File: src/hw/rtl/ecmp_apsp_pkg.sv
// Shared types and codes for the ECMP all-pairs shortest path block.
`timescale 1ns / 1ps
`default_nettype none

package ecmp_apsp_pkg;

  // Request operation codes
  typedef enum logic [1:0] {
    OP_CLEAR = 2'd0,
    OP_LOAD  = 2'd1,
    OP_RUN   = 2'd2,
    OP_QUERY = 2'd3
  } op_e;

  // Controller states
  typedef enum logic [2:0] {
    ST_CLEAR,
    ST_IDLE,
    ST_LOAD,
    ST_SW_RD1,
    ST_SW_RD2,
    ST_SW_UPD,
    ST_QRY_RD,
    ST_QRY_OUT
  } state_e;

  // Commands from the controller to the datapath
  typedef struct packed {
    logic cap_req;   // latch the accepted request
    logic cnt_clr;   // zero the k, i, j counters
    logic step_ij;   // advance i, j (clearing pass)
    logic step_kij;  // advance k, i, j (sweep)
    logic clr_wr;    // write the reset value of pair (i, j)
    logic ld_wr;     // write the loaded link
    logic rd_pair1;  // read d[i][k] and d[k][j]
    logic rd_pair2;  // capture the candidate sum, read d[i][j] and its mask
    logic upd_wr;    // relax pair (i, j) through k
    logic out_load;  // load the query result register
  } cmd_t;

  // Status from the datapath to the controller
  typedef struct packed {
    op_e  op;        // latched operation
    logic skip;      // current triple has i, j, k not distinct
    logic last_ij;   // i and j both at their last node
    logic last_kij;  // k, i and j all at their last node
  } sts_t;

endpackage

`default_nettype wire

File: src/hw/rtl/ecmp_apsp_ctrl.sv
// Controller state machine: sequences clear, load, sweep and query requests.
`timescale 1ns / 1ps
`default_nettype none

module ecmp_apsp_ctrl
  import ecmp_apsp_pkg::*;
(
  input  wire logic clk_i,
  input  wire logic rst_ni,
  input  wire logic in_valid_i,
  output logic      in_stall_o,
  output logic      out_valid_o,
  input  wire logic out_stall_i,
  input  wire sts_t sts_i,
  output cmd_t      cmd_o
);

  state_e state_q, state_d;
  logic   out_valid_q, out_valid_d;

  // State and result-valid registers; reset starts the clearing pass
  always_ff @(posedge clk_i or negedge rst_ni) begin
    if (!rst_ni) begin
      state_q     <= ST_CLEAR;
      out_valid_q <= 1'b0;
    end else begin
      state_q     <= state_d;
      out_valid_q <= out_valid_d;
    end
  end

  // Next state and commands
  always_comb begin
    state_d    = state_q;
    cmd_o      = '0;
    in_stall_o = 1'b1;
    case (state_q)
      ST_CLEAR: begin
        cmd_o.clr_wr = 1'b1;
        if (sts_i.last_ij) begin
          state_d = ST_IDLE;
        end else begin
          cmd_o.step_ij = 1'b1;
        end
      end
      ST_IDLE: begin
        in_stall_o = 1'b0;
        if (in_valid_i) begin
          cmd_o.cap_req = 1'b1;
          cmd_o.cnt_clr = 1'b1;
          state_d       = ST_LOAD;
        end
      end
      ST_LOAD: begin
        // dispatch on the latched operation
        case (sts_i.op)
          OP_CLEAR: state_d = ST_CLEAR;
          OP_LOAD: begin
            cmd_o.ld_wr = 1'b1;
            state_d     = ST_IDLE;
          end
          OP_RUN:   state_d = ST_SW_RD1;
          OP_QUERY: state_d = ST_QRY_RD;
          default:  state_d = ST_IDLE;
        endcase
      end
      ST_SW_RD1: begin
        cmd_o.rd_pair1 = 1'b1;
        if (!sts_i.skip) begin
          state_d = ST_SW_RD2;
        end else if (sts_i.last_kij) begin
          state_d = ST_IDLE;
        end else begin
          cmd_o.step_kij = 1'b1;
        end
      end
      ST_SW_RD2: begin
        cmd_o.rd_pair2 = 1'b1;
        state_d        = ST_SW_UPD;
      end
      ST_SW_UPD: begin
        cmd_o.upd_wr = 1'b1;
        if (sts_i.last_kij) begin
          state_d = ST_IDLE;
        end else begin
          cmd_o.step_kij = 1'b1;
          state_d        = ST_SW_RD1;
        end
      end
      ST_QRY_RD: begin
        state_d = ST_QRY_OUT;
      end
      ST_QRY_OUT: begin
        // hold until the result register is free
        if (!out_valid_q || !out_stall_i) begin
          cmd_o.out_load = 1'b1;
          state_d        = ST_IDLE;
        end
      end
      default: state_d = ST_IDLE;
    endcase
  end

  // Result valid: set on load, drop once taken
  always_comb begin
    out_valid_d = out_valid_q;
    if (cmd_o.out_load) begin
      out_valid_d = 1'b1;
    end else if (out_valid_q && !out_stall_i) begin
      out_valid_d = 1'b0;
    end
  end

  assign out_valid_o = out_valid_q;

endmodule

`default_nettype wire

File: config.mk
export PLATFORM = sky130hd
export DESIGN_NAME = ecmp_apsp_ctrl
export DESIGN_NICKNAME = d
export VERILOG_FILES = /design/src/hw/rtl/ecmp_apsp_pkg.sv /design/src/hw/rtl/ecmp_apsp_ctrl.sv
export SDC_FILE = /design/constraint.sdc
export NUM_CORES = 1
export LEC_CHECK = 0
export BUFFER_PORTS_ARGS = -buffer_cell sky130_fd_sc_hd__buf_4
export CORE_AREA = 4 4 41 43
export CTS_BUF_LIST = sky130_fd_sc_hd__clkbuf_4
export DETAILED_ROUTE_END_ITERATION = 8
export DIE_AREA = 0 0 45 47
export PLACE_DENSITY_LB_ADDON = 0.15
export SYNTH_ARGS = -nofsm -noshare
export SYNTH_HDL_FRONTEND = slang
export SYNTH_SLANG_ARGS = --single-unit
File: constraint.sdc
create_clock -name clk_i -period 1.8 [get_ports clk_i]
set_input_delay 0.09 -clock clk_i [delete_from_list [all_inputs] [get_ports clk_i]]
set_output_delay 0.09 -clock clk_i [all_outputs]
set_load 0.005 [all_outputs]
# ---- Yosys cells after proc, flatten, opt, wreduce, memory -nomap -nowiden
# Index checks and enable logic that the tools add are counted.
dict set report word_totals {
  regBits 4
}
dict set report op_classes {
  n_eq_ne 14
  mux 26
  n_reduce_logical 8
}
# op count
set op_table {}
lappend op_table {{one-hot mux 3 bit (8 select lines)} 1}
lappend op_table {{2-to-1 mux 1 bit} 15}
lappend op_table {{2-to-1 mux 3 bit} 5}
lappend op_table {{equality test 3 bit, second input constant} 4}
lappend op_table {{one-hot mux 3 bit (4 select lines)} 1}
lappend op_table {{equality test 3 x 2 -> 1 bit, second input constant} 2}
lappend op_table {{2-to-1 mux 2 bit} 3}
lappend op_table {{!= test 2 bit, second input constant} 3}
lappend op_table {{equality test 2 bit, second input constant} 2}
lappend op_table {{AND reduction 4 bit} 1}
lappend op_table {{equality test 3 x 1 -> 1 bit, second input constant} 1}
lappend op_table {{logical NOT 3 bit} 1}
lappend op_table {{!= test 3 bit, second input constant} 1}
lappend op_table {{equality test 2 x 1 -> 1 bit, second input constant} 1}
lappend op_table {{logical NOT 1 bit} 2}
lappend op_table {{logical NOT 2 bit} 1}
lappend op_table {{one-hot mux 1 bit (2 select lines)} 1}
lappend op_table {{nonzero test 2 bit} 1}
lappend op_table {{logical AND 1 bit} 1}
lappend op_table {{logical OR 1 bit} 1}

# ---- Depth between registers and ports, before layout
dict set report logic_depth {
  ltp_word 5
  ltp_mapped 5
  mapped_depth_nobuf 5
}

# ---- Worst setup path after synthesis
# Ideal clock, no wire load.
dict set report synth_path {
  path_kind {reg2out}
  startpoint {register state_q[1]}
  endpoint {output cmd_o[9] (netlist name)}
  arrival_ns 1.045
  setup_slack_ns 0.665
  path_stages_with_launch 5
  path_buffers 2
  cell_sequence {dfrtp_1 -> buf_4 -> nor2_1 -> and3_1 -> buf_4}
}
# item line
set synth_lines {}
lappend synth_lines {{start, declared} ecmp_apsp_ctrl.sv:18} ;# state_e state_q, state_d;
lappend synth_lines {{start signal, assigned} ecmp_apsp_ctrl.sv:27} ;# state_q <= state_d;
lappend synth_lines {{end, declared} ecmp_apsp_ctrl.sv:15} ;# output cmd_t cmd_o

==> reports/summary.txt <==
TritonCTS clock tree - done
Post-CTS resize count - 0
Ant. Diodes - 0
GRT Residual Overflow - 0
Synth Instances - 45
Post-DR wirelength/cell - 11.5 um
Dominant cells by area after synthesis - dfrtp_1 (26%), ha_1 (9.6%), buf_4 (5.8%)
Tmin final - 1.52 ns
Worst Setup Start Kind - flop
Pwr Density - 1230 mW/mm^2
Setup TNS - 0 ns
Critical path fanouts, max - 14
Fmax - 659 MHz
First-pass GRT wire length - 1.37 mm
Place WS - 0.466 ns
Vias per Instance - 4.68
Die Span X - 45 um
Fin nets - 78
Starting DRT DRC Count - 1
Area occupied by multi-input gates - 240 um^2
Filler cells - 144
Post-synth cell types - 26
DR vias - 370
Crit path arrival time - 1.43 ns
Post-Syn Area - 392 um^2
FF+latch count, synth - 4
Die height - 47 um
Clock skew - 0.00227 ns
Status - finished clean
Mapped Nets - 57
Sequential cell area fraction in the yosys report - 25.6%
Async set-reset flop share out of synthesis - 100%
Clk pin slew, worst setup/hold paths - 0.04 ns
Post-synth EDFFs - 0
Yosys top cell area share - 25.6%
Skew-Pair Late Insertion Delay - 0.23 ns
Max VDD drop - 0.640 mV
Number of global-route vias before repair - 331
Final core utilization - 43.1%
Layout cells sized above 1 - 42.2%
H-tree levels - 1
Buffers on Ports - 20
Worst EP required - 1.71 ns
Min-delay worst type - input port to flop
Mapped Avg Cell Area - 8.70 um^2
Clk sinks - 4
R2R setup slack - 0.46 ns
Total CTS buffers - 3
Core area - 0.00130 mm^2
Top FF cell, synth - dfrtp_1
Max-Cap Viols - 0
CP Class - flop to primary output
Starting Density - 30.1%
I/O pins - 21
Hold Crit Start - out_stall_i
Placer Congestion - 0.726
Warning count from the yosys run - 0
Pleak - 0.299 nW
Critical Path Start - state_q[0]$_DFFE_PN0P_
Layout area overhead - 43.1%
Final Hold Fails - 0
DRT antenna net count - 0
Maximum clock insertion buffer count - 2
Largest net degree at the start of global routing - 15
Antenna violations before repair - 0
Max-slew violation count - 0
Drt first pass iters - 2
CP endpoint kind - primary output
Storage cell area - 100 um^2
Worst-margin pin slew - 0.418 ns
Rel. slew slack - 72.2%
Drt drc - 0
Die area - 0.00212 mm^2
Wirelength, routed - 906 um
R2R Path Start - state_q[0]$_DFFE_PN0P_
CTS root buffer - clkbuf_4
Rows - 13
Tcrit/Tclk final - 84.3%
Final worst slack - 0.283 ns
Unrepaired setup endpoints after global routing - false
Dpl hpwl - 728 um
GRT Total Usage - 9.05%
Yosys top cell by area - dfrtp_1
Commonest cells in the netlist - inv_1 (5), nand2_1 (5), a21oi_1 (4), dfrtp_1 (4)
Final setup fails - 0
## worst paths after layout
kind | cells past startpoint | endpoint
max | 4 | cmd_o[6]
min | 3 | out_valid_o$_DFFE_PN0P_
max reg2reg | 3 | state_q[1]$_DFFE_PN0P_
min reg2reg | 2 | out_valid_o$_DFFE_PN0P_
max in group asynchronous | 2 | state_q[0]$_DFFE_PN0P_
min in group asynchronous | 2 | out_valid_o$_DFFE_PN0P_
## state kept, by name, summed over array words and instances (netlist names)
register and cells:
state_q 3, out_valid_o 1
## final cells by class
class,instances,area share (%)
Sequential cell,4,17.9
Inverter,5,3.35
Clock buffer,3,4.02
Timing Repair Buffer,21,28.6
Tap cell,15,3.35
Multi-Input combinational cell,31,42.9
## logic make-up (layout without fill, tap and decap cells)
group	Yosys count	after routing	share of synthesized area, %
AOI/OAI and AO/OA	12	12	24.3
adders and majority gates	3	3	9.59
buffers and inverters	10	29	13.1
DFF	4	4	25.6
muxes	1	1	2.56
and+or+nand+nor	15	15	24.9
## power by group
group	switching, W	internal [W]	leakage (nW)	total [W]
sequential	0.000100	0.000125	0.0508	0.000225
combinational	0.000147	0.000212	0.234	0.000358
clock	0.0000329	0.0000743	0.0138	0.000107
total	0.000280	0.000411	0.299	0.000691
## critical path, stage by stage, from the launching register on
cell and delay (ns):
dfrtp_1 0.59, inv_1 0.12, nor3b_2 0.23, a22o_1 0.16, buf_4 0.10
## metal layers
| metal | up-vias | wire [um] | global-route usage [%] | share of wire (%) |
|---|---|---|---|---|
| met1 | 160 | 442 | 12.7 | 49 |
| met5 | - | 0 | 0 | 0 |
| met3 | 0 | 64 | 3.83 | 7.1 |
| met2 | 11 | 399 | 12.1 | 44 |
| li1 | 199 | - | - | - |
| met4 | 0 | 0 | 3.51 | 0 |
## cell usage in the layout (no fill, tap or decap), drive strengths merged
cell type	netlist	routed
buf	5	20
inv	5	5
nand2	5	5
a21oi	4	4
dfrtp	4	4
ha	3	3
clkbuf	0	3
nor3b	2	2
nor2	1	1
and3b	1	1
nor2b	1	1
a22o	1	1
nand3	1	1
nor4bb	1	1
and3	1	1
nor3	1	1
nor4	1	1
o2bb2a	1	1
o311ai	1	1
mux2i	1	1
a32oi	1	1
o22ai	1	1
a21o	1	1
a311oi	1	1
a31oi	1	1
dlygate4sd3	0	1
## what timing repair did
item / 4_1_cts / 5_1_grt
buffers inserted: 0 / 0
hold endpoints to repair: 4 / 0
hold buffers: 1 / 0
## metrics by stage
stage / hold slack [ns] / area (um^2) / power, W / instances
6_report: 0.139 / 561 / 0.000691 / 79
5_1_grt: 0.150 / 561 / 0.000762 / 79
4_1_cts: 0.136 / 561 / 0.000702 / 79
3_5_place_dp: -0.112 / 528 / 0.000586 / 75
3_3_place_gp: -0.112 / 528 / 0.000588 / 75
2_1_floorplan: -0.206 / 392 / 0.000442 / 45
(Power assumes the default switching activity.)
